<file path="src/rtl/psed_pkg.sv">
package psed_pkg;

    localparam int unsigned WORD_W     = 32;
    localparam int unsigned DELTA_W    = 64;
    localparam int unsigned PROD_W     = DELTA_W + WORD_W;

    localparam int unsigned FRAC_SHIFT  = 16;
    localparam int unsigned ACCEL_SHIFT = 1;

    localparam int unsigned DIV_JERK    = 6;
    localparam int unsigned DIV_SNAP    = 24;
    localparam int unsigned DIV_CRACKLE = 120;

    localparam int unsigned MUL_STAGES  = 4;
    localparam int unsigned DIV_DIGIT_W = 8;
    localparam int unsigned DIV_DIGITS  = DELTA_W / DIV_DIGIT_W;
    localparam int unsigned DIV_STAGES  = DIV_DIGITS + 2;

    typedef struct packed {
        logic        [WORD_W-1:0] seg_duration;
        logic signed [WORD_W-1:0] seg_velocity;
        logic signed [WORD_W-1:0] seg_accel;
        logic signed [WORD_W-1:0] seg_jerk;
        logic signed [WORD_W-1:0] seg_snap;
        logic signed [WORD_W-1:0] seg_crackle;
    } seg_t;

    typedef struct packed {
        logic signed [DELTA_W-1:0] end_delta;
    } delta_t;

endpackage

</file>
<file path="src/rtl/psed_mul_step.sv">
module psed_mul_step #(
    parameter int unsigned SHIFT = 0
) (
    input  logic                             clk,
    input  logic                             en,
    input  logic [psed_pkg::DELTA_W-1:0]     p_in,
    input  logic [psed_pkg::WORD_W-1:0]      t_in,
    output logic [psed_pkg::DELTA_W-1:0]     p_out,
    output logic [psed_pkg::WORD_W-1:0]      t_out
);

    localparam int unsigned DW = psed_pkg::DELTA_W;
    localparam int unsigned WW = psed_pkg::WORD_W;
    localparam int unsigned PW = psed_pkg::PROD_W;

    logic          neg1_reg;
    logic [DW-1:0] mag_reg;
    logic [WW-1:0] t1_reg;

    logic          neg2_reg;
    logic [DW-1:0] pl_reg;
    logic [DW-1:0] ph_reg;
    logic [WW-1:0] t2_reg;

    logic          neg3_reg;
    logic [DW-1:0] res_reg;
    logic [WW-1:0] t3_reg;

    logic [DW-1:0] p4_reg;
    logic [WW-1:0] t4_reg;

    logic [DW-1:0] mag_next;
    logic [PW-1:0] full_prod;
    logic [DW-1:0] res_next;
    logic [DW-1:0] p4_next;

    assign mag_next  = p_in[DW-1] ? ('0 - p_in) : p_in;
    assign full_prod = {ph_reg, {WW{1'b0}}} + {{WW{1'b0}}, pl_reg};
    assign res_next  = full_prod[SHIFT +: DW];
    assign p4_next   = neg3_reg ? ('0 - res_reg) : res_reg;

    // magnitude, split product, recombine with shift, sign restore
    always_ff @(posedge clk)
    begin
        if (en)
        begin
            neg1_reg <= p_in[DW-1];
            mag_reg  <= mag_next;
            t1_reg   <= t_in;

            neg2_reg <= neg1_reg;
            pl_reg   <= DW'(mag_reg[WW-1:0]) * DW'(t1_reg);
            ph_reg   <= DW'(mag_reg[DW-1:WW]) * DW'(t1_reg);
            t2_reg   <= t1_reg;

            neg3_reg <= neg2_reg;
            res_reg  <= res_next;
            t3_reg   <= t2_reg;

            p4_reg   <= p4_next;
            t4_reg   <= t3_reg;
        end
    end

    assign p_out = p4_reg;
    assign t_out = t4_reg;

endmodule

</file>
<file path="config.mk">
export PLATFORM = sky130hd
export DESIGN_NAME = psed_mul_step
export DESIGN_NICKNAME = d
export VERILOG_FILES = /design/src/rtl/psed_pkg.sv /design/src/rtl/psed_mul_step.sv
export SDC_FILE = /design/constraint.sdc
export NUM_CORES = 2
export LEC_CHECK = 0
export ABC_AREA = 1
export ABC_CLOCK_PERIOD_IN_PS = 11000
export BUFFER_PORTS_ARGS = -buffer_cell sky130_fd_sc_hd__buf_2
export CORE_ASPECT_RATIO = 0.6
export CORE_MARGIN = 2
export CORE_UTILIZATION = 30
export CTS_BUF_LIST = sky130_fd_sc_hd__clkbuf_8
export DETAILED_ROUTE_END_ITERATION = 10
export GPL_TIMING_DRIVEN = 0
export HOLD_SLACK_MARGIN = 0.12
export PLACE_DENSITY = 0.41
export SYNTH_ARGS = -nofsm -noshare
export SYNTH_HDL_FRONTEND = slang
export SYNTH_SLANG_ARGS = --single-unit
</file>
<file path="constraint.sdc">
create_clock -name clk -period 11 [get_ports clk]
set_input_delay 1.1 -clock clk [delete_from_list [all_inputs] [get_ports clk]]
set_output_delay 1.1 -clock clk [all_outputs]
set_load 0.02 [all_outputs]
</file>
# Yosys cells after proc, flatten, opt, wreduce, memory -nomap -nowiden
# Index checks and enable logic that the tools add are counted.
dict set report word_totals {
  elab_cells 20
  reg_bits 419
  output_inout_bits 96
  input_bits 98
}
dict set report classes {
  multipliers 2
  add_sub_neg 3
  n_mux 2
}
# cell n
set ops {}
lappend ops {{1-bit by 64-bit subtractor with 64-bit output (first input constant)} 2}
lappend ops {{64-bit adder} 1}
lappend ops {{32-bit by 32-bit multiplier with 64-bit output} 1}
lappend ops {{64-bit two-way mux} 1}
lappend ops {{63-bit two-way mux} 1}
lappend ops {{32-bit by 32-bit multiplier with 32-bit output} 1}

# Longest topological paths before layout
dict set report logic_depth {
  word_depth 2
  depth_mapped 32
  depth_no_buf 30
}

# Least setup slack after synthesis
# OpenSTA, ideal clock, no wires.
dict set report synth_path {
  kind {reg2reg}
  start {reg t1_reg[6]}
  end {reg pl_reg[50] (data pin)}
  arrival_time_ns 6.550
  n_path_buf 2
  setup_ns 0.260
  path_stages_with_launch 26
  slack_ns 4.190
  synth_period_minus_slack_ns 6.810
  required_time_ns 10.740
  path_cell_list {edfxtp_1 > clkbuf_1 > buf_1 > nand2_1 > fa_1 > inv_1 > fa_1 > fa_1 > inv_1 > fa_1 > inv_1 > fa_1 > fa_1 > fa_1 > inv_1 > fa_1 > inv_1 > ha_1 > nand2_1 > nor2_1 > inv_1 > nor4_1 > nand3_1 > nand3_1 > a21oi_1 > xnor2_1}
}
dict set report synth_via {
  elab_chain_len 1
}
# item line_no
set synth_lines {}
lappend synth_lines {{start, declared} psed_mul_step.sv:18} ;# logic [WW-1:0] t1_reg;
lappend synth_lines {{start signal, assigned} psed_mul_step.sv:49} ;# t1_reg <= t_in;
lappend synth_lines {{32-bit by 32-bit multiplier with 64-bit output} psed_mul_step.sv:52} ;# pl_reg <= DW'(mag_reg[WW-1:0]) * DW'(t1_reg);
lappend synth_lines {{end signal, assigned} psed_mul_step.sv:52}
lappend synth_lines {{end, declared} psed_mul_step.sv:21} ;# logic [DW-1:0] pl_reg;
# Every way passes these cells.
# A chain may end at the register's enable or synchronous reset.

# Final worst setup path
dict set report layout_path {
  start {reg t1_reg[7]}
  end {reg pl_reg[63] (data pin)}
}
# Same word-level chain as after synthesis.

==> impl_metrics.toml <==
[sta]
whs_ns = 0.359
worst_pin_slew_ns = 1.69
hold_viol = 0
setup_viol = 0
clock_skew_ns = 0.105
slew_viol_final = 108
timing.final.ws_setup_ns = 0.0466
fmaxAchievable_mhz = 91.3
finalCritPeriodShare = 0.996
rsz0062_at_grt = "no"
maxSlewHeadroom = -0.127
final.min_clock_period_ns = 10.95

[worst_setup_path]
crit_end = "pl_reg[63]"
crit_path_max_fanout = 10
crit_path_top_delay_cell = "clkdlybuf4s15_1"
crit_top_cell = "fa_1"
startpoint = "t1_reg[7]"
r2r_setup_slack_ns = 0.05
r2r-start = "t1_reg[7]"
arrival_ns = 11.48
critPathKind = "reg2reg"
crit_path_max_incr_delay_ns = 1.15
worstRegToRegCells = 23
r2r_end = "pl_reg[63]"
worstPathRequired_ns = 11.53
start_kind = "flop"
critPathBufInv = 5
worst_setup_path_end_kind = "flop"
cp_num_cells = 23
cp_cell_sequence = "clkbuf_2 -> clkdlybuf4s15_1 -> nand2_1 -> inv_1 -> fa_1 -> fa_1 -> fa_1 -> inv_1 -> fa_1 -> inv_1 -> fa_1 -> fa_1 -> fa_1 -> fa_1 -> ha_1 -> a21oi_1 -> o21ai_0 -> a21oi_2 -> nand3_1 -> a21oi_1 -> nand3b_1 -> nand2_1 -> xor2_1"
path_delay_family = "adder cells"

[placed_design]
place.gp.congestion = 1.04
place_area_um2 = 74300
hpwlAfterDp_um = 276000
dp_worst_setup_slack_ns = -0.145
port-buffer-count = 192

[finish]
postLayoutCellArea_um2 = 75900
final_nets = 10263
drive_gt1_frac = 0.0530
layout_common_cells = "inv_1 (2,434), nand2_1 (2,025), fa_1 (1,305)"
final_common_cell = "inv_1"
area_growth_pct = 9.65

[routing]
drtIter0Drc = 6565
vias = 56653
drtAntennaViolNets = 0
routed_via_density = 4.91
drcViolationCount = 0
dr.pass1.iters = 8
routedWlPerCell_um = 28.6
routed_wl_um = 330000

[synth]
synthDistinctLibCells = 53
synth_edf_count = 419
synth_flop_cell = "edfxtp_1"
synth_top_area_share = 0.377
synth_seq_area_share = 0.182
synth_area_leader_cell = "fa_1"
synth_seq_cells = 419
avgSynthCellArea_um2 = 8.48
synth_area_leaders = "fa_1 (38%), edfxtp_1 (18%), inv_1 (13%)"
synth_area_um2 = 69200
syn_inst = 8161
synth_nets = 9983
yosysWarnings = 0
async_flop_share = 0

[global_routing]
grt_pass1_wl_um = 459000
first_global_vias = 57905
grt_max_degree = 123
grt.overflow.total = 0
antenna_found_initial = 53
grtUsageTotal = 0.284

[clock_network]
clkTransAtPathRegs_ns = 0.07
cts.sinks = 419
cts_resized = 6
cts_buffer_depth = 3
worstSkewPairLatency_ns = 0.84
htreeDepth = 3
numCtsBuffers = 75
tritoncts = "yes"
hold_buffers = 0
post_cts_buffers = 0
cts_root_buf = "clkbuf_8"

[die]
die_h_um = 376
ios = 194
die_area_um2 = 235000
core_um2 = 229000
die_w_um = 624
rows = 136
start_util = 0.302

[run_status]
violations = "capacitance limit, slew limit"
outcome = "finished, violations left"

[hold_path]
worstHoldPathType = "reg2reg"

[job]
cap_violations = 12
kinds of logic after synthesis:
family / count (synthesis) / synth area share
DFF: 419 / 0.182
xor gates and xnor gates: 245 / 0.0310
buffers and inverters: 2772 / 0.151
adders and majority gates: 1724 / 0.453
and+or+nand+nor: 2613 / 0.151
AOI/OAI and AO/OA: 388 / 0.0322
synth_stat cells (all sizes together), types with 2 or more instances:
cell     number
nor3         53
a21o         16
xnor2        70
a221oi        7
nand4        46
xor2        175
o2111ai       3
clkbuf      255
fa         1305
or2           2
inv        2436
nand2      2035
nor2        314
o21bai       18
ha          419
nor4         21
o211ai        5
nand3b       10
edfxtp      419
a31oi        34
a21oi       155
o21ai       130
o21a          4
and3          6
buf          80
o31ai         5
a21boi        7
nand3       125
through the flow:
step | instances | TNS [ns] | util
6_report | 11546 | 0 | 0.331
4_1_cts | 11530 | 0 | 0.331
3_5_place_dp | 11399 | -0.145 | 0.324
5_1_grt | 11534 | 0 | 0.331
2_1_floorplan | 8161 | 0 | -
3_3_place_gp | 11389 | -2.67 | 0.323
metal layers:
layer,part of all wire,track usage
met1,0.48,0.438
met2,0.36,0.362
met3,0.13,0.104
met4,0.028,0.0722
met5,0.000064,0
worst min path at each step:
stage / from / endpoint / slack, ns / depth (start not counted)
after floorplan: neg1_reg / neg2_reg / 0.40 / 0
after global placement: t2_reg[1] / t3_reg[1] / 0.40 / 0
after detailed placement: pl_reg[18] / res_reg[18] / 0.40 / 0
after CTS: t3_reg[13] / t_out[13] / 0.33 / 0
after global routing: t3_reg[13] / t_out[13] / 0.37 / 0
final: t3_reg[13] / t_out[13] / 0.36 / 0
worst register-to-register path: stages (launching register included):
cell,delay (ns)
edfxtp_1,0.77
clkbuf_2,0.67
clkdlybuf4s15_1,1.15
nand2_1,0.17
inv_1,0.13
fa_1,0.44
fa_1,0.45
fa_1,0.48
inv_1,0.10
fa_1,0.44
inv_1,0.10
fa_1,0.44
fa_1,0.62
fa_1,0.45
fa_1,0.52
ha_1,0.48
a21oi_1,0.54
o21ai_0,0.52
a21oi_2,0.58
nand3_1,0.51
a21oi_1,0.55
nand3b_1,0.18
nand2_1,0.14
xor2_1,0.20
cell type report:
cell class                      count  area [um2]
Antenna cell                       15        37.5
Buffer                            335        1370
Clock buffer                       76        1050
Clock inverter                     55         480
Fill cell                       24613      153000
Inverter                         2437        9150
Multi-Input combinational cell   4970       46200
Sequential cell                   419       12600
Tap cell                         3036        3800
Timing Repair Buffer              203        1220
Power is left out: the tool's default activity adds up to more than one toggle a clock period on the data nets, which glitch-free logic cannot reach.
