File: src/rtl/psed_pkg.sv
package psed_pkg;

    localparam int unsigned WORD_W     = 32;
    localparam int unsigned DELTA_W    = 64;
    localparam int unsigned PROD_W     = DELTA_W + WORD_W;

    localparam int unsigned FRAC_SHIFT  = 16;
    localparam int unsigned ACCEL_SHIFT = 1;

    localparam int unsigned DIV_JERK    = 6;
    localparam int unsigned DIV_SNAP    = 24;
    localparam int unsigned DIV_CRACKLE = 120;

    localparam int unsigned MUL_STAGES  = 4;
    localparam int unsigned DIV_DIGIT_W = 8;
    localparam int unsigned DIV_DIGITS  = DELTA_W / DIV_DIGIT_W;
    localparam int unsigned DIV_STAGES  = DIV_DIGITS + 2;

    typedef struct packed {
        logic        [WORD_W-1:0] seg_duration;
        logic signed [WORD_W-1:0] seg_velocity;
        logic signed [WORD_W-1:0] seg_accel;
        logic signed [WORD_W-1:0] seg_jerk;
        logic signed [WORD_W-1:0] seg_snap;
        logic signed [WORD_W-1:0] seg_crackle;
    } seg_t;

    typedef struct packed {
        logic signed [DELTA_W-1:0] end_delta;
    } delta_t;

endpackage

File: src/rtl/psed_cdiv.sv
module psed_cdiv #(
    parameter int unsigned DIVISOR = 6
) (
    input  logic                         clk,
    input  logic                         en,
    input  logic [psed_pkg::DELTA_W-1:0] num_in,
    output logic [psed_pkg::DELTA_W-1:0] quo_out
);

    localparam int unsigned DW     = psed_pkg::DELTA_W;
    localparam int unsigned GW     = psed_pkg::DIV_DIGIT_W;
    localparam int unsigned DIGITS = psed_pkg::DIV_DIGITS;
    localparam int unsigned RW     = $clog2(DIVISOR);
    localparam int unsigned CW     = RW + 1;
    localparam logic [CW-1:0] DIV_C = CW'(DIVISOR);

    // restoring division of one digit, remainder carried between digits
    function automatic logic [RW+GW-1:0] div_digit(
        input logic [RW-1:0] rem_in,
        input logic [GW-1:0] bits
    );
        logic [CW-1:0] cur;
        logic [RW-1:0] rem;
        logic [GW-1:0] q;
        rem = rem_in;
        q   = '0;
        for (int i = GW - 1; i >= 0; i--)
        begin
            cur  = {rem, bits[i]};
            q[i] = (cur >= DIV_C);
            rem  = q[i] ? RW'(cur - DIV_C) : cur[RW-1:0];
        end
        return {rem, q};
    endfunction

    logic          neg_reg [0:DIGITS];
    logic [DW-1:0] num_reg [0:DIGITS];
    logic [RW-1:0] rem_reg [1:DIGITS-1];
    logic [RW-1:0] rem_in  [0:DIGITS-1];
    logic [RW+GW-1:0] dres [0:DIGITS-1];
    logic [DW-1:0] num_next [0:DIGITS-1];
    logic [DW-1:0] quo_reg;
    logic [DW-1:0] quo_next;

    always_ff @(posedge clk)
    begin
        if (en)
        begin
            neg_reg[0] <= num_in[DW-1];
            num_reg[0] <= num_in[DW-1] ? ('0 - num_in) : num_in;
        end
    end

    // quotient digits replace dividend digits in place, msb first
    for (genvar g = 0; g < DIGITS; g++)
    begin : g_digit
        localparam int unsigned HI = DW - 1 - g * GW;
        localparam int unsigned LO = HI + 1 - GW;
        localparam logic [DW-1:0] DIGIT_MASK = DW'({GW{1'b1}}) << LO;

        if (g == 0)
        begin : g_first
            assign rem_in[g] = '0;
        end
        else
        begin : g_rest
            assign rem_in[g] = rem_reg[g];
        end

        assign dres[g]     = div_digit(rem_in[g], num_reg[g][HI -: GW]);
        assign num_next[g] = (num_reg[g] & ~DIGIT_MASK)
                           | (DW'(dres[g][GW-1:0]) << LO);

        always_ff @(posedge clk)
        begin
            if (en)
            begin
                neg_reg[g+1] <= neg_reg[g];
                num_reg[g+1] <= num_next[g];
            end
        end

        if (g < DIGITS - 1)
        begin : g_rem
            always_ff @(posedge clk)
            begin
                if (en)
                begin
                    rem_reg[g+1] <= dres[g][RW+GW-1:GW];
                end
            end
        end
    end

    assign quo_next = neg_reg[DIGITS] ? ('0 - num_reg[DIGITS]) : num_reg[DIGITS];

    always_ff @(posedge clk)
    begin
        if (en)
        begin
            quo_reg <= quo_next;
        end
    end

    assign quo_out = quo_reg;

endmodule
File: config.mk
export PLATFORM = sky130hd
export DESIGN_NAME = psed_cdiv
export DESIGN_NICKNAME = d
export VERILOG_FILES = /design/src/rtl/psed_pkg.sv /design/src/rtl/psed_cdiv.sv
export SDC_FILE = /design/constraint.sdc
export NUM_CORES = 1
export LEC_CHECK = 0
export ABC_AREA = 0
export BUFFER_PORTS_ARGS = -buffer_cell sky130_fd_sc_hd__buf_2
export CORE_MARGIN = 10
export CORE_UTILIZATION = 56
export DETAILED_ROUTE_END_ITERATION = 7
export HOLD_SLACK_MARGIN = 0.05
export PLACE_DENSITY = 0.76
export SYNTH_ARGS = -nofsm -noshare
export SYNTH_HDL_FRONTEND = slang
export SYNTH_SLANG_ARGS = --single-unit
File: constraint.sdc
create_clock -name clk -period 3.2 [get_ports clk]
set_clock_uncertainty 0.1 [all_clocks]
set_input_delay 0.32 -clock clk [delete_from_list [all_inputs] [get_ports clk]]
set_output_delay 0.32 -clock clk [all_outputs]
set_load 0.05 [all_outputs]
## Word-level counts from Yosys, hierarchy flattened

Memory sizes are Yosys's and may differ from the RTL's.
Index checks and enable logic that the tools add are counted.
Widths: inputs -> output; s select.

- Bits in registers: 64
- RAM bits: 606
- Bits of input ports: 66
- Output and inout port bits: 64
- Word-level logic and storage cells: 208
- Memories: 3

Memories:

| memory | words | bits a word | rd ports | clocked after Yosys merged registers in | wr ports | line | text |
|---|---|---|---|---|---|---|---|
| num_reg | 9 | 64 | 9 | 0 | 9 | psed_cdiv.sv:37 | `logic [DW-1:0] num_reg [0:DIGITS];` |
| rem_reg | 7 | 3 | 7 | 0 | 7 | psed_cdiv.sv:38 | `logic [RW-1:0] rem_reg [1:DIGITS-1];` |
| neg_reg | 9 | 1 | 9 | 0 | 9 | psed_cdiv.sv:36 | `logic neg_reg [0:DIGITS];` |

- Add/subtract/negate cells: 65
- $lt $le $gt $ge: 64
- Mux-type cells: 67
- Bitwise operators: 8

Operators by type and width:

| cell | count |
|---|---|
| $ge 4x3->1 const B | 63 |
| $mux 3 | 63 |
| $sub 3x3->3 const B | 62 |
| $mux 64 | 2 |
| $sub 1x64->64 const A | 2 |
| $or 56x64->64 | 1 |
| $or 64x16->64 | 1 |
| $or 64x24->64 | 1 |
| $or 64x32->64 | 1 |
| $or 64x40->64 | 1 |
| $or 64x48->64 | 1 |
| $or 64x56->64 | 1 |
| $or 64x8->64 | 1 |
| $ge 1x3->1 const B | 1 |
| $sub 1x3->3 const B | 1 |
| $mux 1 | 2 |

## Logic depth before layout (Yosys ltp)

Gate-level depths: netlist of the first run.
An unclocked memory read counts as a cell.

- Word-level depth: 17
- Gate-level depth with buffers: 11
- Gate-level depth less buffers: 9

## Worst setup path after synthesis of the first run

OpenSTA, ideal clock, no wires.

- Kind: input-to-reg
- Start point: input num_in[40] in the netlist's numbering
- End point: memory num_reg[0][61] in the netlist's numbering, data pin
- Library setup time: 261 ps
- Data arrival time: 2932 ps
- Data required time: 2839 ps
- Path slack: -93 ps
- Cell stages on the path: 7
- Buffers on the path: 0
- Path through: or4_4 or4_4 or3_1 or4_4 or4_4 o41ai_4 xnor2_1

RTL lines:

| element | line | text |
|---|---|---|
| start: declaration | psed_cdiv.sv:6 | `input logic [psed_pkg::DELTA_W-1:0] num_in,` |
| end: declaration | psed_cdiv.sv:37 |  |

==> run summary, run 1 <==
Final #Nets -> 2,487
CP endpoint kind -> register
Max Cap Violations -> 0
Cell variety after synth -> 69
Slew headroom -> 0.522
clk sink count -> 646
f_max -> 320 MHz
Pwr per Cell Area -> 614 nW/um^2
critical path class -> primary input to register
reg2reg path depth -> 8
FF+latch count, synth -> 646
setup ws final -> 0.0736 ns
count leader, synth -> edfxtp_1
top-level port count -> 130
initial antenna violation count -> 0
core area -> 51,200 um^2
hold path depth -> 1
Fillers -> 3,586
largest net degree at the start of global routing -> 91
sequential share of the synthesized area -> 0.671
CTS max path bufs -> 3
Post-synth ARST share -> 0
Syn. warnings -> 0
initial DRC count -> 1,747
Worst EP required -> 3.58 ns
synthesized cell area -> 28,900 um^2
routed len/inst -> 16.7 um
die width -> 247 um
clk_lat worst skew -> 0.62 ns
total global routing overflow -> 0
final design utilization -> 0.657
fin crit period -> 3.13 ns
GPL Wtd Cong -> 0.856
Final setup viols -> 0
Die H -> 247 um
worst vdd ir -> 0.425 mV
post-synthesis average cell area -> 13.1 um^2
Worst R2R Start -> num_reg[8][4]
final period utilization -> 0.977
leak pwr -> 11.5 nW
Mapped Cells -> 2,210
Via density -> 5.91
outcome -> complete, no violations
Final Total Pwr -> 20.7 mW
P&R area growth vs syn -> 16.3%
R2R Setup Slk -> 0.14 ns
Fin. Hold Viols -> 0
min-delay worst type -> primary input to register
Post-route DRC -> 0
Yosys top cell by area -> edfxtp_1
Num CTS Buffers -> 60
CP arrival -> 3.51 ns
WHS Endpoint -> num_reg[1][8]
Min Hold Slack -> 0.0678 ns
DRT antenna net count -> 0
Top FF cell, synth -> edfxtp_1
Post-synth top cells -> edfxtp_1, o21ai_0, clkbuf_1
EDFF count, synth -> 646
Tightest Pin Transition -> 0.718 ns
Post-DP HPWL -> 34,100 um
DR vias -> 18,600
all-layer global routing usage -> 0.165
syn nets -> 2,278
largest cells by area after synthesis -> edfxtp_1, xnor2_1, o21ai_0
max-slew violations -> 0
Yosys top cell area share -> 0.671
first-pass GRT wire length -> 84,200 um
WL final -> 52,600 um
Worst Path Max Fanout -> 4
die footprint -> 61,100 um^2
Reg clk slew, reported paths -> 0.06 ns
R2R Path End -> quo_out[57]
CTS H-tree depth -> 2
Buffers on Ports -> 129
min-delay src -> en
Root Buffer -> clkbuf_16
nature of the critical path startpoint -> primary input
iteration count of the initial detailed-routing pass -> 6
flip-flop count of the largest register after layout -> 552
Place WS -> -0.254 ns
vias in the first global route -> 17,000
layout cells sized above 1 -> 0.158
floorplan row count -> 83
CTS tree -> done
Initial Utilization -> 0.565
## layout by cell type, fill, tap and decap left out, types with 61 or more instances in the layout
cell             n
edfxtp_1       646
buf_2          128
o21ai_0        175
a21oi_1         64
clkbuf_16       61
nor2_1         119
dlygate4sd3_1   75
buf_4           96
xnor2_1        138
nand2_1        152
## power breakdown
| group | switching (mW) | internal (mW) | leakage, nW |
|---|---|---|---|
| clock network | 2.96 | 4.16 | 0.974 |
| registers | 0.511 | 10.3 | 6.33 |
| logic | 1.67 | 1.09 | 4.24 |
## worst max-delay path: stages
cell           delay (ns)
dlygate4sd3_1        0.55
buf_2                0.15
or4_1                0.59
or4_1                0.54
nor3_1               0.34
nand2_1              0.13
nor4b_1              0.30
dlygate4sd3_1        0.59
## kinds of logic after synthesis
logic type,Yosys count,share of synthesized area
XOR/XNOR,154,0.0466
flip-flops,646,0.671
AND/OR/NAND/NOR,597,0.113
buffers and inverters,218,0.0283
AO/OA/AOI/OAI,587,0.138
adder cells (fa/ha/maj),2,0.000865
multiplexers,6,0.00208
## through the flow
step,area (um^2),std cells,setup TNS (ns)
finish,33600,3150,0
global route,33600,3149,-0.0460
CTS,33400,3137,0
detailed placement,30600,2950,-0.916
global placement,30600,2950,-0.578
floorplan,28900,2210,-0.180
## layout make-up
cell class / count / area, um^2 / share of cell area
Antenna cell: 1 / 2.50 / 0.0000744
Clock buffer: 72 / 1570 / 0.0466
Clock inverter: 40 / 457 / 0.0136
Inverter: 53 / 199 / 0.00592
Multi-Input combinational cell: 1346 / 8800 / 0.262
Sequential cell: 646 / 19400 / 0.577
Tap cell: 680 / 851 / 0.0253
Timing Repair Buffer: 312 / 2340 / 0.0697
## worst max path at each step
stage	slack [ns]	cells after the start	start	endpoint
floorplan	-0.09	7	num_in[40]	num_reg[0][61]
global route	-0.05	9	num_reg[8][3]	quo_out[59]
CTS	0.05	8	num_reg[8][15]	quo_out[59]
detailed placement	-0.25	8	num_in[40]	num_reg[0][61]
global placement	-0.20	8	num_in[40]	num_reg[0][61]
finish	0.07	8	num_in[49]	num_reg[0][63]
## layer usage
layer,GRT usage,part of all wire,vias to the layer above
met5,0,0,-
met4,0.0669,0.033,0
met3,0.0276,0.063,126
met2,0.259,0.46,723
met1,0.226,0.44,8760
li1,-,-,9007
## what timing repair did
action                                 CTS  global route
resized for setup                        1            27
setup buffers                            0            12
pin swaps                                0             1
hold buffers                            75             0
endpoints found under the hold margin   63             0
setup endpoints to repair                6            44
Power figures use the tool's default switching activity.
==> run 2, diff against run 1 <==
Settings changed: PLACE_DENSITY 0.76 to 0.8.
==> run 2 against run 1 <==
First-iteration DRC count grew 15%. Non-clock buffer count shrank 20. Critical path type unchanged. Maximum frequency grew 0.30%. Sequential share of layout area grew 0.35 points. Die area is the same. Cell count shrank 0.67%. Critical endpoint unchanged. Power shrank 1.8%. Largest cell class unchanged. Global-route usage shrank 0.27 points. Combinational power shrank 3%.
==> run summary, run 2 (synthesized netlist as in run 1, its figures left out) <==
WL final -> 51,300 um (-2.5%)
Num CTS Buffers -> 61 (+1.7%)
Root Buffer -> clkbuf_16
final design utilization -> 0.653 (-0.00391)
total global routing overflow -> 0 (unchanged)
Post-route DRC -> 0 (unchanged)
min-delay worst type -> primary input to register
commonest cells after routing, fill and taps aside -> edfxtp_1, o21ai_0, nand2_1, xnor2_1, buf_2
DR vias -> 18,300 (-1.6%)
leak pwr -> 11.4 nW (-1.2%)
top-level port count -> 130 (unchanged)
Tightest Pin Transition -> 0.740 ns (+0.0221 ns)
Final Total Pwr -> 20.3 mW (-1.8%)
Die H -> 247 um (unchanged)
die footprint -> 61,100 um^2 (unchanged)
post-route insts no fill -> 3,129 (-0.67%)
Fin. Hold Viols -> 0 (unchanged)
Cells after DPL -> 2,931 (-0.64%)
RSZ-0062 raised after global routing -> no
vias in the first global route -> 16,900 (-0.64%)
fin crit period -> 3.12 ns (-0.00937 ns)
Reg clk slew, reported paths -> 0.06 ns (about the same)
most common cell after layout, fill and taps aside -> edfxtp_1
Worst Path Max Fanout -> 5 (+1)
Max Cap Violations -> 0 (unchanged)
critical path class -> primary input to register
first-pass GRT wire length -> 83,000 um (-1.4%)
f_max -> 321 MHz (+0.30%)
Worst EP required -> 3.59 ns (about the same)
clk sink count -> 646 (unchanged)
nature of the critical path startpoint -> primary input
Min Hold Slack -> 0.0987 ns (+0.0309 ns)
outcome -> complete, no violations
CTS max path bufs -> 3 (unchanged)
Buffers on Ports -> 129 (unchanged)
all-layer global routing usage -> 0.162 (-0.00265)
iteration count of the initial detailed-routing pass -> 6 (unchanged)
CTS H-tree depth -> 2 (unchanged)
floorplan row count -> 83 (unchanged)
initial DRC count -> 2,001 (+15%)
core area -> 51,200 um^2 (unchanged)
max-slew violations -> 0 (unchanged)
Initial Utilization -> 0.565 (unchanged)
Post-DP HPWL -> 33,300 um (-2.5%)
CTS tree -> done
R2R Setup Slk -> 0.13 ns (about the same)
Final setup viols -> 0 (unchanged)
die width -> 247 um (unchanged)
largest net degree at the start of global routing -> 83 (-8.8%)
routed len/inst -> 16.4 um (-1.9%)
P&R area growth vs syn -> 15.6%
CP arrival -> 3.51 ns (about the same)
GPL Wtd Cong -> 0.892 (+4.2%)
Pwr per Cell Area -> 607 nW/um^2 (-1.2%)
layout cells sized above 1 -> 0.150 (-0.00757)
setup TNS -> 0 ns (unchanged)
final period utilization -> 0.974 (-0.00293)
flip-flop count of the largest register after layout -> 552 (unchanged)
initial antenna violation count -> 2 (+2)
clk_lat worst skew -> 0.64 ns (+0.02 ns)
Final #Nets -> 2,468 (-0.76%)
Slew headroom -> 0.507 (-0.0148)
CP endpoint kind -> register
DRT antenna net count -> 0 (unchanged)
worst vdd ir -> 0.459 mV (+7.9%)
Via density -> 5.86 (-0.89%)
## run 2: cell count changes in the layout (fill, tap and decap cells not counted), moves of 3 or more
cell and delta:
bufinv_16 -4, a2111oi_0 +4, dlygate4sd3_1 +3, buf_4 -26
o21ai_1 -3, clkinvlp_4 -3, clkbuf_4 +4, o21ai_0 +3
## run 2: area by class of cell
cell class / instances / area (um^2)
diodes: 2 / 5.00
well taps: 680 / 851
inverters: 53 / 199
repair buffers: 292 / 2180
clock inverters: 36 / 363
flip-flops and latches: 646 / 19400
multi-input cells: 1346 / 8850
fillers: 3563 / 17800
clock buffers: 74 / 1580
## run 2: path summary, 6_finish.rpt
| check | cells past startpoint | from | end |
|---|---|---|---|
| worst min register to register | 0 | num_reg[1][34] | num_reg[2][34] |
| worst max register to register | 7 | num_reg[8][15] | quo_out[40] |
| worst min-delay path | 1 | en | num_reg[8][51] |
| worst max-delay path | 10 | num_in[15] | num_reg[0][63] |
## run 2: report_power, final
group          internal [mW]  total [mW]  switching, mW
Combinational           1.05        2.67           1.62
Clock                   3.85        6.82           2.97
Sequential              10.3        10.8          0.522
Total                   15.2        20.3           5.11
## run 2: per-stage QoR
stage | setup slack [ns] | instance area (um^2)
2_1_floorplan | -0.0934 | 28900
3_3_place_gp | -0.215 | 30500
3_5_place_dp | -0.261 | 30500
4_1_cts | 0.0203 | 33200
5_1_grt | 0.0101 | 33400
6_report | 0.0830 | 33400
## run 2: worst max-delay path, stage by stage
cell	delay, ns
dlygate4sd3_1	0.54
buf_2	0.16
or4_4	0.45
nor4_4	0.27
buf_4	0.17
nand3_2	0.13
or4_4	0.45
buf_4	0.17
nor4b_2	0.22
dlygate4sd3_1	0.60
## run 2: repair_timing
item / 4_1_cts / 5_1_grt
endpoints found under the hold margin: 64 / 0
endpoints found under the setup margin: 2 / 34
pin swaps: 0 / 3
buffers inserted: 0 / 8
hold buffers: 78 / 0
resized for setup: 1 / 31
## run 2: routing by layer
| layer | routed length (um) | GRT usage | vias up |
|---|---|---|---|
| li1 | - | - | 8966 |
| met1 | 22300 | 0.219 | 8597 |
| met2 | 24500 | 0.260 | 653 |
| met3 | 3110 | 0.0301 | 111 |
| met4 | 1340 | 0.0567 | 0 |
| met5 | 0 | 0 | - |
==> run 3, diff against run 2 <==
Settings changed: ABC_AREA 0 to 1, CORE_UTILIZATION 56 to 55.
==> run 3 against run 2 <==
Sequential power barely moved. Sequential share of layout area increased by 8.5 points. Worst hold slack better by 0.0059 ns. Utilization up 0.20 points. Maximum frequency grew 2.8%. Worst setup slack better by 0.084 ns. Global-route usage decreased by 0.79 points. Count of clock-buffer cells in the layout is 6 lower. Largest power group unchanged. Highest routed layer unchanged. Cell count decreased by 15%.
==> run summary, run 3 <==
Cell variety after synth -> 44 (-36%)
GPL Wtd Cong -> 0.829 (-7.1%)
Final Total Pwr -> 19.8 mW (-2.2%)
EDFF count, synth -> 646 (unchanged)
critical path class -> primary input to register
Post-DP HPWL -> 27,400 um (-18%)
nature of the critical path startpoint -> primary input
Fin. Hold Viols -> 0 (unchanged)
Initial Utilization -> 0.559 (-0.00538)
WL final -> 42,100 um (-18%)
CP endpoint kind -> register
largest net degree at the start of global routing -> 81 (-2.4%)
max-slew violations -> 0 (unchanged)
Yosys top cell area share -> 0.779 (+0.108)
worst-path cell chain -> dlygate4sd3_1 -> buf_2 -> inv_1 -> ha_1 -> nand3_2 -> nor2_2 -> nand2_1 -> nor2_1 -> inv_1 -> nor2_4 -> nand4_4 -> nor3_4 -> buf_4 -> a41oi_1 -> a21oi_2 -> o21ai_0 -> xor2_1
sequential share of the synthesized area -> 0.779 (+0.108)
top-level port count -> 130 (unchanged)
worst vdd ir -> 0.407 mV (-11%)
placed cell area -> 26,500 um^2 (-13%)
DRT antenna net count -> 0 (unchanged)
post-synthesis average cell area -> 14.2 um^2 (+8.5%)
Tightest Pin Transition -> 0.702 ns (-0.0377 ns)
Slew headroom -> 0.528 (+0.0208)
CP arrival -> 3.28 ns (-0.23 ns)
Worst EP required -> 3.45 ns (-0.14 ns)
Int Power -> 14.9 mW (-1.5%)
CTS tree -> done
routed len/inst -> 15.8 um (-3.5%)
total global routing overflow -> 0 (unchanged)
clk sink count -> 646 (unchanged)
Yosys top cell by area -> edfxtp_1
initial DRC count -> 1,242 (-38%)
setup TNS -> 0 ns (unchanged)
Max Cap Violations -> 0 (unchanged)
P_sw -> 4.89 mW (-4.3%)
CTS H-tree depth -> 2 (unchanged)
Post-synth top cells -> edfxtp_1, nand2_1, inv_1
die footprint -> 54,200 um^2 (-11%)
f_max -> 330 MHz (+2.8%)
Critical Path Max Stage Delay -> 0.53 ns (-0.07 ns)
Sw Share -> 0.247 (-0.00543)
CP dominant cell by count -> inv_1
CP max stage cell -> dlygate4sd3_1
count leader, synth -> edfxtp_1
floorplan row count -> 77 (-7.2%)
Mapped Cells -> 1,754 (-21%)
Final setup viols -> 0 (unchanged)
DR vias -> 13,800 (-25%)
clock share of power -> 0.337 (about the same)
Worst Path Max Fanout -> 4 (-1)
all-layer global routing usage -> 0.154 (-0.00794)
Die H -> 233 um (-5.8%)
Top FF cell, synth -> edfxtp_1
vias in the first global route -> 13,600 (-19%)
commonest cells after routing, fill and taps aside -> edfxtp_1, nand2_1, inv_1, nor2_1, buf_2
outcome -> complete, no violations
Post-route DRC -> 0 (unchanged)
CTS max path bufs -> 3 (unchanged)
leak pwr -> 11.1 nW (-2.6%)
most common cell after layout, fill and taps aside -> edfxtp_1
die width -> 233 um (-5.8%)
FF+latch count, synth -> 646 (unchanged)
Finished Cell Area -> 29,100 um^2 (-13%)
combinational fraction of design power -> 0.119 (-0.013)
Pwr per Cell Area -> 680 nW/um^2 (+12%)
Syn. warnings -> 0 (unchanged)
Reg clk slew, reported paths -> 0.07 ns (about the same)
min-delay worst type -> primary input to register
Buffers on Ports -> 129 (unchanged)
Final #Nets -> 2,087 (-15%)
first-pass GRT wire length -> 67,900 um (-18%)
layout cells sized above 1 -> 0.148 (-0.00235)
Min Hold Slack -> 0.105 ns (+0.00589 ns)
P&R area growth vs syn -> 17.0%
Root Buffer -> clkbuf_16
syn nets -> 1,822 (-20%)
fin crit period -> 3.03 ns (-0.0837 ns)
Via density -> 5.19 (-11%)
Seq pwr share -> 0.544 (+0.012)
synthesized cell area -> 24,900 um^2 (-14%)
largest cells by area after synthesis -> edfxtp_1, nand2_1, xor2_1
Num CTS Buffers -> 58 (-4.9%)
flip-flop count of the largest register after layout -> 552 (unchanged)
core area -> 44,500 um^2 (-13%)
final design utilization -> 0.655 (+0.00202)
final period utilization -> 0.948 (-0.0261)
Post-synth ARST share -> 0 (unchanged)
iteration count of the initial detailed-routing pass -> 6 (unchanged)
clk_lat worst skew -> 0.62 ns (-0.02 ns)
initial antenna violation count -> 2 (unchanged)
==> run 3: cell types whose count changed in the layout (fill, tap and decap cells not counted), moves of 33 or more <==
| cell | before | now |
|---|---|---|
| o21ai_0 | 178 | 29 |
| o31ai_1 | 42 | 3 |
| buf_4 | 70 | 15 |
| xnor2_1 | 138 | 47 |
| a31oi_1 | 50 | 5 |
| xor2_1 | 16 | 75 |
| nand3_1 | 31 | 96 |
| inv_1 | 52 | 149 |
| a21oi_1 | 64 | 31 |
| a211oi_1 | 37 | 0 |
| nand2_1 | 150 | 359 |
==> run 3: worst max-delay path, delay by kind of cell <==
kind                       cells  cell delay (ns)
and+or+nand+nor                7             0.96
AOI/OAI and AO/OA              3             0.63
buffers and inverters          5             0.98
xor gates and xnor gates       1             0.16
adders and majority gates      1             0.21
==> run 3: area by class of cell <==
cell class,count,area [um^2]
sequential,646,19400
fill,3032,15400
multi-input combinational,944,4980
timing repair buffer,217,1600
clock buffer,68,1510
tap,592,741
inverter,152,571
clock inverter,39,339
antenna,3,7.51
==> run 3: kinds of logic (layout without fill, tap and decap cells) <==
family | after synthesis | in the layout | synth area share
compound gates | 109 | 109 | 0.0248
other cells | 0 | 3 | 0
flops | 646 | 646 | 0.779
simple gates | 711 | 711 | 0.127
fa+ha+maj | 2 | 2 | 0.00100
buf+inv | 164 | 476 | 0.0248
xor+xnor | 122 | 122 | 0.0429
==> run 3: stage by stage <==
stage | instances | setup WS [ns]
3_3_place_gp | 2485 | 0.161
4_1_cts | 2655 | 0.127
2_1_floorplan | 1754 | 0.579
5_1_grt | 2660 | -0.0270
6_report | 2661 | 0.167
3_5_place_dp | 2485 | 0.0611
==> run 3: per-layer routing <==
| metal | share of wire | global-route usage |
|---|---|---|
| met1 | 0.40 | 0.183 |
| met2 | 0.52 | 0.274 |
| met3 | 0.058 | 0.0308 |
| met4 | 0.028 | 0.0574 |
| met5 | 0 | 0 |
==> run 3: power by group through the flow <==
stage | Clock (mW) | Combinational [mW] | Sequential, mW
after floorplan | 0 | 1.29 | 11.1
after global placement | 0 | 2.11 | 10.9
after detailed placement | 0 | 2.24 | 10.9
after CTS | 6.84 | 2.34 | 10.8
after global routing | 7.17 | 2.65 | 10.9
final | 6.68 | 2.37 | 10.8
==> run 3: what timing repair did <==
action	4_1_cts	5_1_grt
hold buffers	63	0
setup buffers	0	3
hold endpoints to repair	61	0
endpoints found under the setup margin	1	16
resized for setup	1	19
pin swaps	0	4
==> run 3: final timing paths <==
| check | slack, ns | cells past startpoint | to | from |
|---|---|---|---|---|
| worst min register to register | 0.30 | 0 | num_reg[3][39] | num_reg[2][39] |
| worst max register to register | 0.17 | 20 | rem_reg[2][4] | rem_reg[2][0] |
| worst min-delay path | 0.10 | 1 | num_reg[0][5] | en |
| worst max-delay path | 0.17 | 17 | num_reg[0][58] | num_in[1] |
